===== config.mk =====
export PLATFORM = sky130hd
export DESIGN_NAME = multichannel_pulse_tachometer_flat
export DESIGN_NICKNAME = d
export VERILOG_FILES = /design/src/sv/mpt_pkg.sv /design/src/sv/mpt_if.sv /design/src/sv/mpt_div.sv /design/src/sv/mpt_mul.sv /design/src/sv/multichannel_pulse_tachometer.sv /design/src/flat_wrapper.sv
export VERILOG_INCLUDE_DIRS = /design/src /design/src/sv
export SDC_FILE = /design/constraint.sdc
export NUM_CORES = 1
export LEC_CHECK = 0
export ABC_AREA = 0
export BUFFER_PORTS_ARGS = -buffer_cell sky130_fd_sc_hd__buf_2
export CAP_MARGIN = 5
export CORE_MARGIN = 1.5
export CORE_UTILIZATION = 65
export CTS_BUF_LIST = sky130_fd_sc_hd__clkbuf_8
export CTS_CLUSTER_DIAMETER = 80
export DETAILED_ROUTE_END_ITERATION = 6
export PLACE_DENSITY_LB_ADDON = 0.1
export SYNTH_ARGS = -nofsm -noshare
export SYNTH_HDL_FRONTEND = slang
export SYNTH_HIERARCHICAL = 1
export SYNTH_SLANG_ARGS = --single-unit

===== constraint.sdc =====
create_clock -name clk -period 17.1 [get_ports clk]
set_clock_uncertainty 0.1 [all_clocks]
set_input_delay 0 -clock clk [delete_from_list [all_inputs] [get_ports clk]]
set_output_delay 0 -clock clk [all_outputs]
set_load 0.05 [all_outputs]

===== src/sv/multichannel_pulse_tachometer_assert.svh =====
// assertion macros for the tachometer block
// used by the top level; needs a clock and an active-high reset name as arguments
`ifndef MULTICHANNEL_PULSE_TACHOMETER_ASSERT_SVH
`define MULTICHANNEL_PULSE_TACHOMETER_ASSERT_SVH

// same-cycle implication
`define MPT_ASSERT_IMP(lbl, clk, rst, a, c) \
  lbl: assert property (@(posedge clk) disable iff (rst) (a) |-> (c)) \
    else $error("tachometer check failed: same-cycle implication");

// next-cycle implication
`define MPT_ASSERT_NXT(lbl, clk, rst, a, c) \
  lbl: assert property (@(posedge clk) disable iff (rst) (a) |=> (c)) \
    else $error("tachometer check failed: next-cycle implication");

`endif


===== src/sv/mpt_pkg.sv =====
// shared constants, types and codes of the tachometer block
// no dependencies; imported by the interfaces and all modules
`default_nettype none

package mpt_pkg;

  // block dimensions
  localparam int CHANNELS     = 8;
  localparam int CAPTURE_BITS = 16;
  localparam int CH_W         = (CHANNELS > 1) ? $clog2(CHANNELS) : 1;

  // field widths
  localparam int CHANNEL_W = 3;
  localparam int VALUE_W   = 16;
  localparam int SPEED_W   = 16;
  localparam int ACC_W     = 24;
  localparam int PAIR_W    = 8;
  localparam int DIVR_W    = 5;
  localparam int NUM_W     = 27;
  localparam int MULT_W    = 8;
  localparam int PROD_W    = NUM_W + MULT_W;
  localparam int SUM_W     = ((ACC_W > CAPTURE_BITS) ? ACC_W : CAPTURE_BITS) + 1;
  localparam int DIV_CNT_W = $clog2(NUM_W + 1);
  localparam int MUL_CNT_W = $clog2(MULT_W + 1);

  // configuration port
  localparam int CFG_IDX_W  = 2;
  localparam int CFG_DATA_W = NUM_W;

  // limits
  localparam logic [ACC_W-1:0]        ACC_MAX   = {ACC_W{1'b1}};
  localparam logic [SPEED_W-1:0]      SPEED_MAX = {SPEED_W{1'b1}};
  localparam logic [CAPTURE_BITS-1:0] CAP_MAX   = {CAPTURE_BITS{1'b1}};

  // register reset values
  localparam logic [PAIR_W-1:0] PAIRS_RESET = PAIR_W'(60);
  localparam logic [DIVR_W-1:0] DIVR_RESET  = DIVR_W'(10);
  localparam logic [NUM_W-1:0]  NUM_RESET   = NUM_W'(1000000);
  localparam logic [MULT_W-1:0] MULT_RESET  = MULT_W'(60);

  // register indexes
  typedef enum logic [CFG_IDX_W-1:0] {
    REG_PAIRS   = 2'd0,
    REG_DIVISOR = 2'd1,
    REG_NUMER   = 2'd2,
    REG_MULT    = 2'd3
  } cfg_reg_t;

  // item operation codes
  typedef enum logic {
    OP_CAPTURE = 1'b0,
    OP_TICK    = 1'b1
  } op_t;

  // sequencer states
  typedef enum logic [2:0] {
    ST_IDLE,
    ST_EDGE,
    ST_EDGE_DIV,
    ST_TICK,
    ST_TICK_DIV,
    ST_TICK_MUL,
    ST_TICK_OUT
  } state_t;

  // divider request and response
  typedef struct packed {
    logic             start;
    logic [NUM_W-1:0] dividend;
    logic [ACC_W-1:0] divisor;
  } div_req_t;

  typedef struct packed {
    logic             busy;
    logic             done;
    logic [NUM_W-1:0] quotient;
  } div_rsp_t;

  // multiplier request and response
  typedef struct packed {
    logic              start;
    logic [NUM_W-1:0]  a;
    logic [MULT_W-1:0] b;
  } mul_req_t;

  typedef struct packed {
    logic              busy;
    logic              done;
    logic [PROD_W-1:0] product;
  } mul_rsp_t;

endpackage

`default_nettype wire


===== src/sv/mpt_if.sv =====
// valid/ready channel interfaces for capture items and speed results
// depends on mpt_pkg for field widths
`default_nettype none

interface mpt_req_if;
  import mpt_pkg::*;

  logic                valid;
  logic                ready;
  logic                op;
  logic [CHANNEL_W-1:0] channel;
  logic [VALUE_W-1:0]  capture_value;

  modport source (output valid, output op, output channel, output capture_value,
                  input ready);
  modport sink   (input valid, input op, input channel, input capture_value,
                  output ready);
endinterface

interface mpt_rsp_if;
  import mpt_pkg::*;

  logic                 valid;
  logic                 ready;
  logic [CHANNEL_W-1:0] out_channel;
  logic [SPEED_W-1:0]   speed;
  logic                 speed_valid;
  logic                 last;

  modport source (output valid, output out_channel, output speed, output speed_valid,
                  output last, input ready);
  modport sink   (input valid, input out_channel, input speed, input speed_valid,
                  input last, output ready);
endinterface

`default_nettype wire


===== src/sv/mpt_div.sv =====
// radix-2 restoring divider, one quotient bit per cycle
// depends on mpt_pkg for widths and the request/response structs
`default_nettype none

module mpt_div (
  input  logic              clk,
  input  logic              rst,
  input  mpt_pkg::div_req_t req,
  output mpt_pkg::div_rsp_t rsp
);
  import mpt_pkg::*;

  logic                 busy;
  logic                 done;
  logic [DIV_CNT_W-1:0] cnt;
  logic [NUM_W-1:0]     quo;
  logic [ACC_W-1:0]     rem;
  logic [ACC_W-1:0]     dvs;
  logic [ACC_W:0]       rem_sh;
  logic [ACC_W:0]       trial;

  // shift in next dividend bit and try a subtract
  assign rem_sh = {rem, quo[NUM_W-1]};
  assign trial  = rem_sh - {1'b0, dvs};

  // control
  always_ff @(posedge clk) begin
    if (rst) begin
      busy <= 1'b0;
      done <= 1'b0;
      cnt  <= '0;
    end else begin
      done <= busy && (cnt == DIV_CNT_W'(1));
      if (req.start) begin
        busy <= 1'b1;
        cnt  <= DIV_CNT_W'(NUM_W);
      end else if (busy) begin
        cnt <= cnt - DIV_CNT_W'(1);
        if (cnt == DIV_CNT_W'(1)) begin
          busy <= 1'b0;
        end
      end
    end
  end

  // datapath
  always_ff @(posedge clk) begin
    if (req.start) begin
      quo <= req.dividend;
      rem <= '0;
      dvs <= req.divisor;
    end else if (busy) begin
      if (!trial[ACC_W]) begin
        rem <= trial[ACC_W-1:0];
        quo <= {quo[NUM_W-2:0], 1'b1};
      end else begin
        rem <= rem_sh[ACC_W-1:0];
        quo <= {quo[NUM_W-2:0], 1'b0};
      end
    end
  end

  assign rsp.busy     = busy;
  assign rsp.done     = done;
  assign rsp.quotient = quo;

endmodule

`default_nettype wire


===== src/sv/mpt_mul.sv =====
// shift-add multiplier, one multiplier bit per cycle
// depends on mpt_pkg for widths and the request/response structs
`default_nettype none

module mpt_mul (
  input  logic              clk,
  input  logic              rst,
  input  mpt_pkg::mul_req_t req,
  output mpt_pkg::mul_rsp_t rsp
);
  import mpt_pkg::*;

  logic                 busy;
  logic                 done;
  logic [MUL_CNT_W-1:0] cnt;
  logic [PROD_W-1:0]    a_sh;
  logic [MULT_W-1:0]    b_sh;
  logic [PROD_W-1:0]    acc;

  // control
  always_ff @(posedge clk) begin
    if (rst) begin
      busy <= 1'b0;
      done <= 1'b0;
      cnt  <= '0;
    end else begin
      done <= busy && (cnt == MUL_CNT_W'(1));
      if (req.start) begin
        busy <= 1'b1;
        cnt  <= MUL_CNT_W'(MULT_W);
      end else if (busy) begin
        cnt <= cnt - MUL_CNT_W'(1);
        if (cnt == MUL_CNT_W'(1)) begin
          busy <= 1'b0;
        end
      end
    end
  end

  // add the shifted multiplicand when the low multiplier bit is set
  always_ff @(posedge clk) begin
    if (req.start) begin
      a_sh <= PROD_W'(req.a);
      b_sh <= req.b;
      acc  <= '0;
    end else if (busy) begin
      if (b_sh[0]) begin
        acc <= acc + a_sh;
      end
      a_sh <= {a_sh[PROD_W-2:0], 1'b0};
      b_sh <= {1'b0, b_sh[MULT_W-1:1]};
    end
  end

  assign rsp.busy    = busy;
  assign rsp.done    = done;
  assign rsp.product = acc;

endmodule

`default_nettype wire


===== src/sv/multichannel_pulse_tachometer.sv =====
// top level of the eight-channel input-capture tachometer
// depends on mpt_pkg, mpt_if, mpt_div, mpt_mul and the assertion header
//
//   port     dir   payload                                  transfer when
//   req      in    op, channel, capture_value               req.valid && req.ready
//   rsp      out   out_channel, speed, speed_valid, last    rsp.valid && rsp.ready
//   wr_*     in    wr_index, wr_data                        wr_en
//
// a capture edge passes through the edge state; an edge that closes a window then
// runs the divider and stores the quotient as the channel's window total.
// a tick runs the channels one after another: a channel with a zero total goes
// straight to the output state, otherwise it runs the divider, then the multiplier.
// one item is in work at a time; the output register lets the next item in while
// the last result of a tick waits. a stalled output holds the tick sequencer.
// reset is synchronous and clears all channel state but the first-edge store.
`default_nettype none

`include "multichannel_pulse_tachometer_assert.svh"

module multichannel_pulse_tachometer (
  input  logic                             clk,
  input  logic                             rst,
  mpt_req_if.sink                          req,
  mpt_rsp_if.source                        rsp,
  input  logic                             wr_en,
  input  logic [mpt_pkg::CFG_IDX_W-1:0]    wr_index,
  input  logic [mpt_pkg::CFG_DATA_W-1:0]   wr_data
);
  import mpt_pkg::*;

  // configuration registers
  logic [PAIR_W-1:0] pairs_per_window;
  logic [DIVR_W-1:0] window_divisor;
  logic [NUM_W-1:0]  speed_numerator;
  logic [MULT_W-1:0] speed_multiplier;

  // per-channel state
  logic                    pair_phase [CHANNELS];
  logic [CAPTURE_BITS-1:0] first_edge [CHANNELS];
  logic [ACC_W-1:0]        period_acc [CHANNELS];
  logic [PAIR_W-1:0]       pair_cnt   [CHANNELS];
  logic [ACC_W-1:0]        win_total  [CHANNELS];

  // sequencer
  state_t                  state, state_next;
  logic [CH_W-1:0]         cur;
  logic                    edge_ok;
  logic [CAPTURE_BITS-1:0] edge_val;
  logic [SPEED_W-1:0]      spd;
  logic                    spd_valid;

  // output register
  logic                 res_valid;
  logic [CHANNEL_W-1:0] res_channel;
  logic [SPEED_W-1:0]   res_speed;
  logic                 res_speed_valid;
  logic                 res_last;

  // arithmetic units
  div_req_t div_req;
  div_rsp_t div_rsp;
  mul_req_t mul_req;
  mul_rsp_t mul_rsp;

  // edge datapath
  logic [CAPTURE_BITS-1:0] period;
  logic [SUM_W-1:0]        sum;
  logic [ACC_W-1:0]        sum_sat;
  logic [PAIR_W-1:0]       cnt_inc;
  logic                    win_close;
  logic [ACC_W-1:0]        divisor_eff;
  logic                    ch_last;
  logic                    out_load;
  logic                    accept;

  mpt_div u_div (
    .clk (clk),
    .rst (rst),
    .req (div_req),
    .rsp (div_rsp)
  );

  mpt_mul u_mul (
    .clk (clk),
    .rst (rst),
    .req (mul_req),
    .rsp (mul_rsp)
  );

  // configuration writes
  always_ff @(posedge clk) begin
    if (rst) begin
      pairs_per_window <= PAIRS_RESET;
      window_divisor   <= DIVR_RESET;
      speed_numerator  <= NUM_RESET;
      speed_multiplier <= MULT_RESET;
    end else if (wr_en) begin
      unique case (cfg_reg_t'(wr_index))
        REG_PAIRS:   pairs_per_window <= wr_data[PAIR_W-1:0];
        REG_DIVISOR: window_divisor   <= wr_data[DIVR_W-1:0];
        REG_NUMER:   speed_numerator  <= wr_data[NUM_W-1:0];
        REG_MULT:    speed_multiplier <= wr_data[MULT_W-1:0];
      endcase
    end
  end

  // period with wrap, saturating accumulate, pair count
  assign period  = (edge_val > first_edge[cur]) ? (edge_val - first_edge[cur])
                                                : ((CAP_MAX - first_edge[cur]) + edge_val);
  assign sum     = SUM_W'(period_acc[cur]) + SUM_W'(period);
  assign sum_sat = (sum > SUM_W'(ACC_MAX)) ? ACC_MAX : sum[ACC_W-1:0];
  assign cnt_inc   = pair_cnt[cur] + PAIR_W'(1);
  assign win_close = (cnt_inc == pairs_per_window);
  assign divisor_eff = (window_divisor == '0) ? ACC_W'(1) : ACC_W'(window_divisor);
  assign ch_last   = (cur == CH_W'(CHANNELS - 1));
  assign out_load  = (state == ST_TICK_OUT) && (!res_valid || rsp.ready);
  assign accept    = req.valid && req.ready;

  // state register
  always_ff @(posedge clk) begin
    if (rst) begin
      state <= ST_IDLE;
    end else begin
      state <= state_next;
    end
  end

  // next state and unit requests
  always_comb begin
    state_next       = state;
    req.ready        = (state == ST_IDLE);
    div_req.start    = 1'b0;
    div_req.dividend = NUM_W'(sum_sat);
    div_req.divisor  = divisor_eff;
    mul_req.start    = 1'b0;
    mul_req.a        = div_rsp.quotient;
    mul_req.b        = speed_multiplier;
    unique case (state)
      ST_IDLE: begin
        if (req.valid) begin
          state_next = (op_t'(req.op) == OP_TICK) ? ST_TICK : ST_EDGE;
        end
      end
      ST_EDGE: begin
        if (edge_ok && pair_phase[cur] && win_close) begin
          div_req.start = 1'b1;
          state_next    = ST_EDGE_DIV;
        end else begin
          state_next = ST_IDLE;
        end
      end
      ST_EDGE_DIV: begin
        if (div_rsp.done) begin
          state_next = ST_IDLE;
        end
      end
      ST_TICK: begin
        if (win_total[cur] != '0) begin
          div_req.start    = 1'b1;
          div_req.dividend = speed_numerator;
          div_req.divisor  = win_total[cur];
          state_next       = ST_TICK_DIV;
        end else begin
          state_next = ST_TICK_OUT;
        end
      end
      ST_TICK_DIV: begin
        if (div_rsp.done) begin
          mul_req.start = 1'b1;
          state_next    = ST_TICK_MUL;
        end
      end
      ST_TICK_MUL: begin
        if (mul_rsp.done) begin
          state_next = ST_TICK_OUT;
        end
      end
      ST_TICK_OUT: begin
        if (out_load) begin
          state_next = ch_last ? ST_IDLE : ST_TICK;
        end
      end
      default: state_next = ST_IDLE;
    endcase
  end

  // item latch, channel pointer and speed result
  always_ff @(posedge clk) begin
    if (accept) begin
      edge_val <= CAPTURE_BITS'(req.capture_value);
      edge_ok  <= (32'(req.channel) < CHANNELS);
      cur      <= (op_t'(req.op) == OP_TICK) ? '0 : CH_W'(req.channel);
    end else if (out_load && !ch_last) begin
      cur <= cur + CH_W'(1);
    end
    if (state == ST_TICK && win_total[cur] == '0) begin
      spd       <= '0;
      spd_valid <= 1'b0;
    end else if (state == ST_TICK_MUL && mul_rsp.done) begin
      spd       <= (|mul_rsp.product[PROD_W-1:SPEED_W]) ? SPEED_MAX
                                                        : mul_rsp.product[SPEED_W-1:0];
      spd_valid <= 1'b1;
    end
  end

  // first edge store, written before it is read
  always_ff @(posedge clk) begin
    if (state == ST_EDGE && edge_ok && !pair_phase[cur]) begin
      first_edge[cur] <= edge_val;
    end
  end

  // channel state updates
  always_ff @(posedge clk) begin
    if (rst) begin
      for (int c = 0; c < CHANNELS; c++) begin
        pair_phase[c] <= 1'b0;
        period_acc[c] <= '0;
        pair_cnt[c]   <= '0;
        win_total[c]  <= '0;
      end
    end else begin
      if (state == ST_EDGE && edge_ok) begin
        pair_phase[cur] <= !pair_phase[cur];
        if (pair_phase[cur]) begin
          if (win_close) begin
            period_acc[cur] <= '0;
            pair_cnt[cur]   <= '0;
          end else begin
            period_acc[cur] <= sum_sat;
            pair_cnt[cur]   <= cnt_inc;
          end
        end
      end
      if (state == ST_EDGE_DIV && div_rsp.done) begin
        win_total[cur] <= div_rsp.quotient[ACC_W-1:0];
      end
      if (out_load) begin
        win_total[cur] <= '0;
      end
    end
  end

  // output register
  always_ff @(posedge clk) begin
    if (rst) begin
      res_valid <= 1'b0;
    end else if (out_load) begin
      res_valid <= 1'b1;
    end else if (rsp.ready) begin
      res_valid <= 1'b0;
    end
    if (out_load) begin
      res_channel     <= CHANNEL_W'(cur);
      res_speed       <= spd;
      res_speed_valid <= spd_valid;
      res_last        <= ch_last;
    end
  end

  assign rsp.valid       = res_valid;
  assign rsp.out_channel = res_channel;
  assign rsp.speed       = res_speed;
  assign rsp.speed_valid = res_speed_valid;
  assign rsp.last        = res_last;

  // checks
  `MPT_ASSERT_IMP(a_div_owner, clk, rst, div_rsp.busy, (state == ST_EDGE_DIV || state == ST_TICK_DIV))
  `MPT_ASSERT_IMP(a_mul_owner, clk, rst, mul_rsp.busy, state == ST_TICK_MUL)
  `MPT_ASSERT_IMP(a_zero_speed, clk, rst, rsp.valid && !rsp.speed_valid, rsp.speed == '0)
  `MPT_ASSERT_NXT(a_item_busy, clk, rst, accept, state != ST_IDLE)

endmodule

`default_nettype wire

===== src/flat_wrapper.sv =====
// flat-port wrapper written by rule: the top's interface ports become plain ports
module multichannel_pulse_tachometer_flat import mpt_pkg::*;
  (clk, rst, wr_en, wr_index, wr_data, req_valid, req_op, req_channel, req_capture_value, req_ready, rsp_valid, rsp_out_channel, rsp_speed, rsp_speed_valid, rsp_last, rsp_ready);
  mpt_req_if req_i ();
  mpt_rsp_if rsp_i ();
  input  logic clk;
  input  logic rst;
  input  logic wr_en;
  input  logic [mpt_pkg::CFG_IDX_W-1:0] wr_index;
  input  logic [mpt_pkg::CFG_DATA_W-1:0] wr_data;
  input wire logic [$bits(req_i.valid)-1:0] req_valid;
  input wire logic [$bits(req_i.op)-1:0] req_op;
  input wire logic [$bits(req_i.channel)-1:0] req_channel;
  input wire logic [$bits(req_i.capture_value)-1:0] req_capture_value;
  output wire logic [$bits(req_i.ready)-1:0] req_ready;
  output wire logic [$bits(rsp_i.valid)-1:0] rsp_valid;
  output wire logic [$bits(rsp_i.out_channel)-1:0] rsp_out_channel;
  output wire logic [$bits(rsp_i.speed)-1:0] rsp_speed;
  output wire logic [$bits(rsp_i.speed_valid)-1:0] rsp_speed_valid;
  output wire logic [$bits(rsp_i.last)-1:0] rsp_last;
  input wire logic [$bits(rsp_i.ready)-1:0] rsp_ready;
  assign req_i.valid = req_valid;
  assign req_i.op = req_op;
  assign req_i.channel = req_channel;
  assign req_i.capture_value = req_capture_value;
  assign req_ready = req_i.ready;
  assign rsp_valid = rsp_i.valid;
  assign rsp_out_channel = rsp_i.out_channel;
  assign rsp_speed = rsp_i.speed;
  assign rsp_speed_valid = rsp_i.speed_valid;
  assign rsp_last = rsp_i.last;
  assign rsp_i.ready = rsp_ready;
  multichannel_pulse_tachometer u_core (.clk(clk), .rst(rst), .req(req_i), .rsp(rsp_i), .wr_en(wr_en), .wr_index(wr_index), .wr_data(wr_data));
endmodule

# Yosys cells after proc, flatten, opt, wreduce, memory -nomap -nowiden
# Memory sizes are Yosys's and may differ from the RTL's. A register that Yosys moved wholly into a read port is not among the register bits.
# Cells that the tools add are included.
# totals
elab_cells	189
reg_bits	275
out_inout_bits	23
in_bits	54
ram_bits	584
memories	5
# classes
n_bitwise	3
n_reduce_logical	36
n_addsub	10
order_cmp	2
muxes	86
eq_ne	18
# mem_list
name	depth	width	rd	rd_ports_with_merged_regs	write_ports	line	source
u_core.period_acc	8	24	1	1	8	multichannel_pulse_tachometer.sv:40	logic [ACC_W-1:0] period_acc [CHANNELS];
u_core.win_total	8	24	1	1	8	multichannel_pulse_tachometer.sv:42	logic [ACC_W-1:0] win_total [CHANNELS];
u_core.first_edge	8	16	1	1	1	multichannel_pulse_tachometer.sv:39	logic [CAPTURE_BITS-1:0] first_edge [CHANNELS];
u_core.pair_cnt	8	8	1	1	8	multichannel_pulse_tachometer.sv:41	logic [PAIR_W-1:0] pair_cnt [CHANNELS];
u_core.pair_phase	8	1	1	1	8	multichannel_pulse_tachometer.sv:38	logic pair_phase [CHANNELS];
# op_table
operator	n
24-bit two-way mux	6
27-bit two-way mux	4
52-bit two-way mux	1
3-bit two-way mux	17
51-bit two-way mux	1
24-bit OR reduction	2
1-bit two-way mux	40
35-bit adder	1
16-bit two-way mux	2
8-bit two-way mux	4
24-bit by 16-bit adder with 25-bit output	1
25-bit by 24-bit > comparator with 1-bit output (second input constant)	1
25-bit by 24-bit subtractor with 25-bit output	1
24-bit zero test	1
24-bit nonzero test	1
3-bit one-hot mux with 7 select lines	1
19-bit OR reduction	1
16-bit adder	1
16-bit > comparator	1
16-bit subtractor	1
16-bit subtractor (first input constant)	1
5-bit two-way mux	3
3-bit == test (second input constant)	4
1-bit logical AND	10
28 further kinds	49

# Depth between registers and ports, before layout
# Gate-level depths: netlist of run 1.
# logic_depth
depth_word	10
depth_mapped	35
mapped_depth_nobuf	27

# By module
# The synthesis of run 1 kept the hierarchy.
# by_module_without_submodules
module	seq_area_each_um2	cells_per_inst	instances	area_per_inst_um2
multichannel_pulse_tachometer	20179.4	2256	1	31118.6
mpt_mul	2031.9	564	1	5245.0
mpt_div	2152.1	462	1	4705.8

# Least setup slack after synthesis of run 1
# OpenSTA, ideal clock, no wires.
# synth_timing
kind	reg2reg
from	reg with a tool-made name
to	reg u_core.u_div.quo[8] (data pin)
stages_incl_launch_ff	33
n_path_buf	9
t_required_ps	16740
arrival_time_ps	6927
setup_slack_ps	9813
synth_period_minus_slack_ps	7287
setup_ps	260
cell_sequence	dfxtp_1 -> buf_4 -> buf_6 -> buf_6 -> buf_4 -> buf_1 -> buf_2 -> mux4_2 -> mux2i_1 -> ha_1 -> clkbuf_1 -> nand4_1 -> nor4_1 -> a221o_1 -> nor2_1 -> mux2i_1 -> a31o_2 -> a21o_1 -> a21oi_1 -> xnor2_1 -> ha_1 -> a21o_1 -> a21o_1 -> a21oi_1 -> o21ai_0 -> a21oi_1 -> o21ai_1 -> and3_1 -> buf_2 -> buf_6 -> a21oi_2 -> a21oi_1 -> mux2_2
# synth_rtl
element	line	source
end signal: assignment	mpt_div.sv:49	quo <= req.dividend;
end signal: assignment	mpt_div.sv:55	quo <= {quo[NUM_W-2:0], 1'b1};
end signal: assignment	mpt_div.sv:58	quo <= {quo[NUM_W-2:0], 1'b0};
end: declaration	mpt_div.sv:16	logic [NUM_W-1:0] quo;

==> out/metrics.yaml, run 1 <==
fillCellCount: 3983
end_kind: "register"
grt_max_degree: 115
worstSetupPathType: "reg -> reg"
fin_crit_sh_pct: 48.0
post_cts_resized: 0
power_mw: 7.91
finalInstanceArea_um2: 46200
clk_pin_slew_ps: 50
holdPathStages: 3
worst_setup_path_start_kind: "register"
grt_pass1_wl_um: 169000
gp_congestion: 0.941
clock_latency_ps: 820
final_nets: 3672
r2r_cells: 23
slowest_delay_ps: 980
drc: 4
worst-path-stages: 23
pwr_density_cell_nw_per_um2: 171
fin_setup_tns_ps: 0
cts_max_level: 4
grt_overflow: 0
crit_family: "simple AND/OR/NAND/NOR gates"
die_area_um2: 64700
drive_gt1_share_pct: 17.5
setup_slack_ps: 8890
path_cells: "mux4_2 > mux2i_1 > ha_1 > nand4_1 > nor4_1 > a221o_1 > nor2_1 > mux2i_1 > a31o_2 > a21o_1 > a21oi_1 > xnor2_1 > ha_1 > a21o_1 > a21o_1 > a21oi_1 > o21ai_0 > a21oi_1 > o21ai_1 > and3_1 > nor2_1 > a21oi_1 > mux2_2"
crit_arrival_ps: 8640
vias: 29000
drt_first_iter_violations: 3657
cts_buffer_depth: 3
cts-buffers-inserted: 142
place_hpwl_um: 69100
die_h_um: 254
status: "finished, violations left"
numPortBuffers: 76
avgSynthCellArea_um2: 12.5
synthCells: 3280
maxSlewViolCount: 0
initial_utilization_pct: 66.2
dpl-instance-area_um2: 42100
path_max_fanout: 48
drv_cap: 0
detail-route-antenna-nets: 0
core_um2: 62100
tightestPinTransition_ps: 1240
cts_tree: "done"
rsz0062_at_grt: "false"
slowest_stage: "dfxtp_4"
drt_pass1_iterations: 7
leakage_nw: 17.3
min_path_type: "in -> reg"
path_common_cell: "a21oi_1"
grt_antenna_before_repair: 8
required_ps: 17530
num_rows: 91
relSlewSlack_pct: 17.4
hold_viol_final: 0
cts_sinks: 862
grt_usage_pct: 35.7
drt-total-wl_um: 114000
synth_area_um2: 41100
io_pins: 77
fp.dieW_um: 254
synth_nets: 3437
via_per_inst: 6.50
clockRootBuffer: "clkbuf_8"
wl_per_cell_um: 25.6
place_ws_ps: 8960
period_minus_slack_ps: 8210
grt_pass1_vias: 28500
setup_viol: 0
ys_warn_count: 6
peakVddDrop_uv: 177
area_growth_syn_to_layout_pct: 12.4
violations: "DRC"
cp.buffers_inverters: 0
max_freq_ghz: 0.122
registers in the layout (all words and copies together), names as in the netlist, 16 cells and up, named ones only:
signal	cells
u_core/u_mul/acc	35
u_core/period_acc	192
u_core/u_mul/a_sh	35
u_core/pair_cnt	64
u_core/u_div/rem	24
u_core/win_total	192
u_core/first_edge	128
u_core/u_div/dvs	24
u_core/speed_numerator	27
u_core/u_div/quo	27
u_core/edge_val	16
u_core/spd	16
u_core/rsp.speed	16
timing repair:
| action | in CTS | in global routing |
|---|---|---|
| hold buffers | 145 | 0 |
| buffers inserted | 0 | 0 |
| hold endpoints to repair | 124 | 0 |
cell usage in the layout (no fill, tap or decap), drive strengths merged, types with 34 or more instances in the layout:
cell type    count
edfxtp         710
nor2           632
nand2          254
a21oi          166
clkbuf         153
dfxtp          152
mux4           146
dlygate4sd3    145
inv            133
buf            122
ha              98
o21ai           96
mux2            81
mux2i           77
nand3           69
xnor2           46
a21o            44
clkinv          36
xor2            34
nand2b          34
worst min-delay path: cells and delay by family:
family | cells | cell delay (ps)
AND/OR/NAND/NOR | 1 | 130
buffers and inverters | 2 | 790
metal layers:
| layer | wire length, µm | share of wire (%) | global-route usage [%] |
|---|---|---|---|
| met2 | 53000 | 46 | 56.0 |
| met4 | 5290 | 4.6 | 17.9 |
| met1 | 43000 | 38 | 47.2 |
| met5 | 55 | 0.048 | 0 |
| met3 | 12900 | 11 | 8.14 |
path summary, 6_finish.rpt:
| path | slack, ps | from | endpoint |
|---|---|---|---|
| min reg2reg | 330 | u_core/spd[1] | u_core/rsp.speed[1] |
| min | 70 | rst | u_core/state[0] |
| max reg2reg | 8890 | register | u_core/u_div/quo[5] |
| max | 8890 | register | u_core/u_div/quo[5] |
where the power goes:
part / switching [mW] / leakage (nW) / total [mW] / internal (mW)
logic: 2.30 / 7.49 / 3.63 / 1.33
clock network: 0.822 / 1.51 / 1.66 / 0.841
registers: 0.176 / 8.30 / 2.62 / 2.44
total: 3.30 / 17.3 / 7.91 / 4.61
stage by stage:
| stage | cells | hold WS, ps | util, % |
|---|---|---|---|
| after global routing | 4465 | 80.4 | 74.4 |
| after global placement | 4063 | 77.8 | 67.9 |
| after detailed placement | 4063 | 78.1 | 67.9 |
| after floorplan | 3280 | -30.9 | - |
| final | 4465 | 68.1 | 74.4 |
| after CTS | 4463 | 6.96 | 74.4 |
cell type report:
class,count,area [µm²],area share (%)
inverters,74,278,0.602
repair buffers,267,2190,4.75
multi-input cells,2168,15700,34.0
flip-flops and latches,862,24400,52.8
clock inverters,102,480,1.04
well taps,837,1050,2.27
clock buffers,153,2110,4.56
diodes,2,5.00,0.0108
Note: power is estimated with default switching activity, not from simulation.
==> inputs of run 2 (changes only) <==
- CORE_UTILIZATION: 65 -> 59
- clock period: 17.1 -> 7.41 ns (I/O delays scaled with it)
==> run 2 against run 1 <==
Worst hold slack got worse by 5.8 ps; non-clock buffer count increased by 7; clock power increased by 140%; count of clock-buffer cells in the layout increased by 1; the run now ends clean; critical path depth increased by 2; highest routed layer unchanged; first-iteration DRC count decreased by 13%; sequential power increased by 130%; die area increased by 10%; largest power group unchanged; combinational power increased by 150%; wire length decreased by 0.58%; critical path type unchanged; cell count increased by 2.4%; final area increased by 0.57%.
==> out/metrics.yaml, run 2 (synthesis gave the netlist of run 1 again) <==
drt-met1-wl_um: 45500
power_mw: 18.9
cp.buffers_inverters: 3
hold_viol_final: 0
num_rows: 96
drt_pass1_iterations: 6
grt_pass1_vias: 28400
vias: 28700
drv_cap: 0
slowest_delay_ps: 820
place_hpwl_um: 69000
die_area_um2: 71200
required_ps: 7960
combinationalPowerShare_pct: 47.2
fillCellCount: 5064
io_pins: 77
post_cts_buffers: 0
gp_congestion: 0.887
cts_tree: "done"
max_freq_ghz: 0.144
cts_max_level: 4
leakage_nw: 17.4
met3_length_um: 10400
wl_per_cell_um: 24.8
swShare_pct: 41.1
via_per_inst: 6.27
crit_arrival_ps: 7490
fin_crit_sh_pct: 93.6
path_max_fanout: 17
cts_buffer_depth: 3
crit_family: "compound AO/OA/AOI/OAI gates"
worst_setup_path_start_kind: "register"
multiInputGateArea_um2: 15700
grt_antenna_before_repair: 3
maxSlewViolCount: 0
cts-buffers-inserted: 144
routed-wl-met2_um: 53700
final_cell_mix: "710 x edfxtp_1, 623 x nor2_1, 250 x nand2_1"
worstSetupPathType: "reg -> reg"
setup_viol: 0
grt_max_degree: 115
tightestPinTransition_ps: 1220
grt_pass1_wl_um: 170000
die_h_um: 267
core_um2: 68700
area_growth_syn_to_layout_pct: 13.1
period_minus_slack_ps: 6930
final_common_cell: "edfxtp_1"
clockRootBuffer: "clkbuf_8"
clock_power_share_pct: 20.9
clock_latency_ps: 810
final_nets: 3681
seqPwrFrac_pct: 31.8
grt_overflow: 0
relSlewSlack_pct: 18.5
drc: 0
drive_gt1_share_pct: 18.2
slowest_stage: "and3_1"
cts_sinks: 862
end_kind: "register"
pwr_density_cell_nw_per_um2: 407
initial_utilization_pct: 59.8
peakVddDrop_uv: 536
drt_first_iter_violations: 3164
clk_pin_slew_ps: 60
fp.dieW_um: 267
fin_setup_tns_ps: 0
switchingPower_mw: 7.77
top_layer: "met5"
grt_usage_pct: 32.1
numPortBuffers: 76
min_path_type: "in -> reg"
register_area_um2: 24400
path_common_cell: "a21oi_1"
status: "completed"
drt-total-wl_um: 114000
intPower_mw: 11.1
top_regs: "u_core/period_acc (192), u_core/win_total (192), u_core/first_edge (128)"
detail-route-antenna-nets: 0
rsz0062_at_grt: "true"
run 2: cell count changes in the layout (fill, tap and decap cells not counted), sizes merged:
cell         previous run  this run
buf                   122       137
bufinv                  1         3
clkbuf                153       154
clkinv                 36        40
clkinvlp                6         4
diode                   2         6
dlygate4sd3           145       137
inv                   133       130
run 2: layout make-up:
class / instances / share of cell area [%]
clock buffers: 154 / 4.57
well taps: 931 / 2.51
repair buffers: 274 / 4.84
flip-flops and latches: 862 / 52.5
multi-input cells: 2168 / 33.8
inverters: 74 / 0.598
clock inverters: 103 / 1.17
diodes: 6 / 0.0323
run 2: power by group through the flow:
stage	logic [mW]	clock network, mW	registers [mW]
detailed placement	8.67	0	6.11
floorplan	6.29	0	5.86
global route	9.63	4.23	6.05
CTS	8.78	4.02	6.01
finish	8.94	3.96	6.02
global placement	8.50	0	6.09
run 2: path summary, 6_finish.rpt:
check,to,cells past startpoint,slack (ps),from
worst max-delay path,u_core/u_div/quo[3],25,480,register
worst min-delay path,u_core/rsp.valid,4,60,rsp_ready
worst max register to register,u_core/u_div/quo[3],25,480,register
worst min register to register,u_core/rsp.speed_valid,0,330,u_core/spd_valid
run 2: metrics by stage:
step	cell area [µm²]	hold WS (ps)	worst slack [ps]	util [%]	std cells
CTS	46400	18.7	369	67.5	4566
finish	46400	62.3	477	67.6	4572
global route	46400	43.5	-5.96	67.5	4567
floorplan	41100	-30.9	123	-	3280
global placement	42400	76.1	560	61.7	4172
detailed placement	42400	78.4	405	61.7	4172
run 2: what timing repair did:
item	CTS	global route
hold buffers	137	0
resized for setup	0	1
endpoints found under the hold margin	88	0
setup endpoints to repair	0	5
run 2: worst min-delay path, cell delays in order:
cell,delay (ps)
dlygate4sd3_1,510
buf_2,170
nand2b_1,140
a21oi_1,70
run 2: metal layers:
layer | track usage, % | vias to the layer above
li1 | - | 12700
met1 | 43.2 | 14300
met2 | 51.5 | 1481
met3 | 6.37 | 265
met4 | 13.4 | 2
met5 | 0 | -
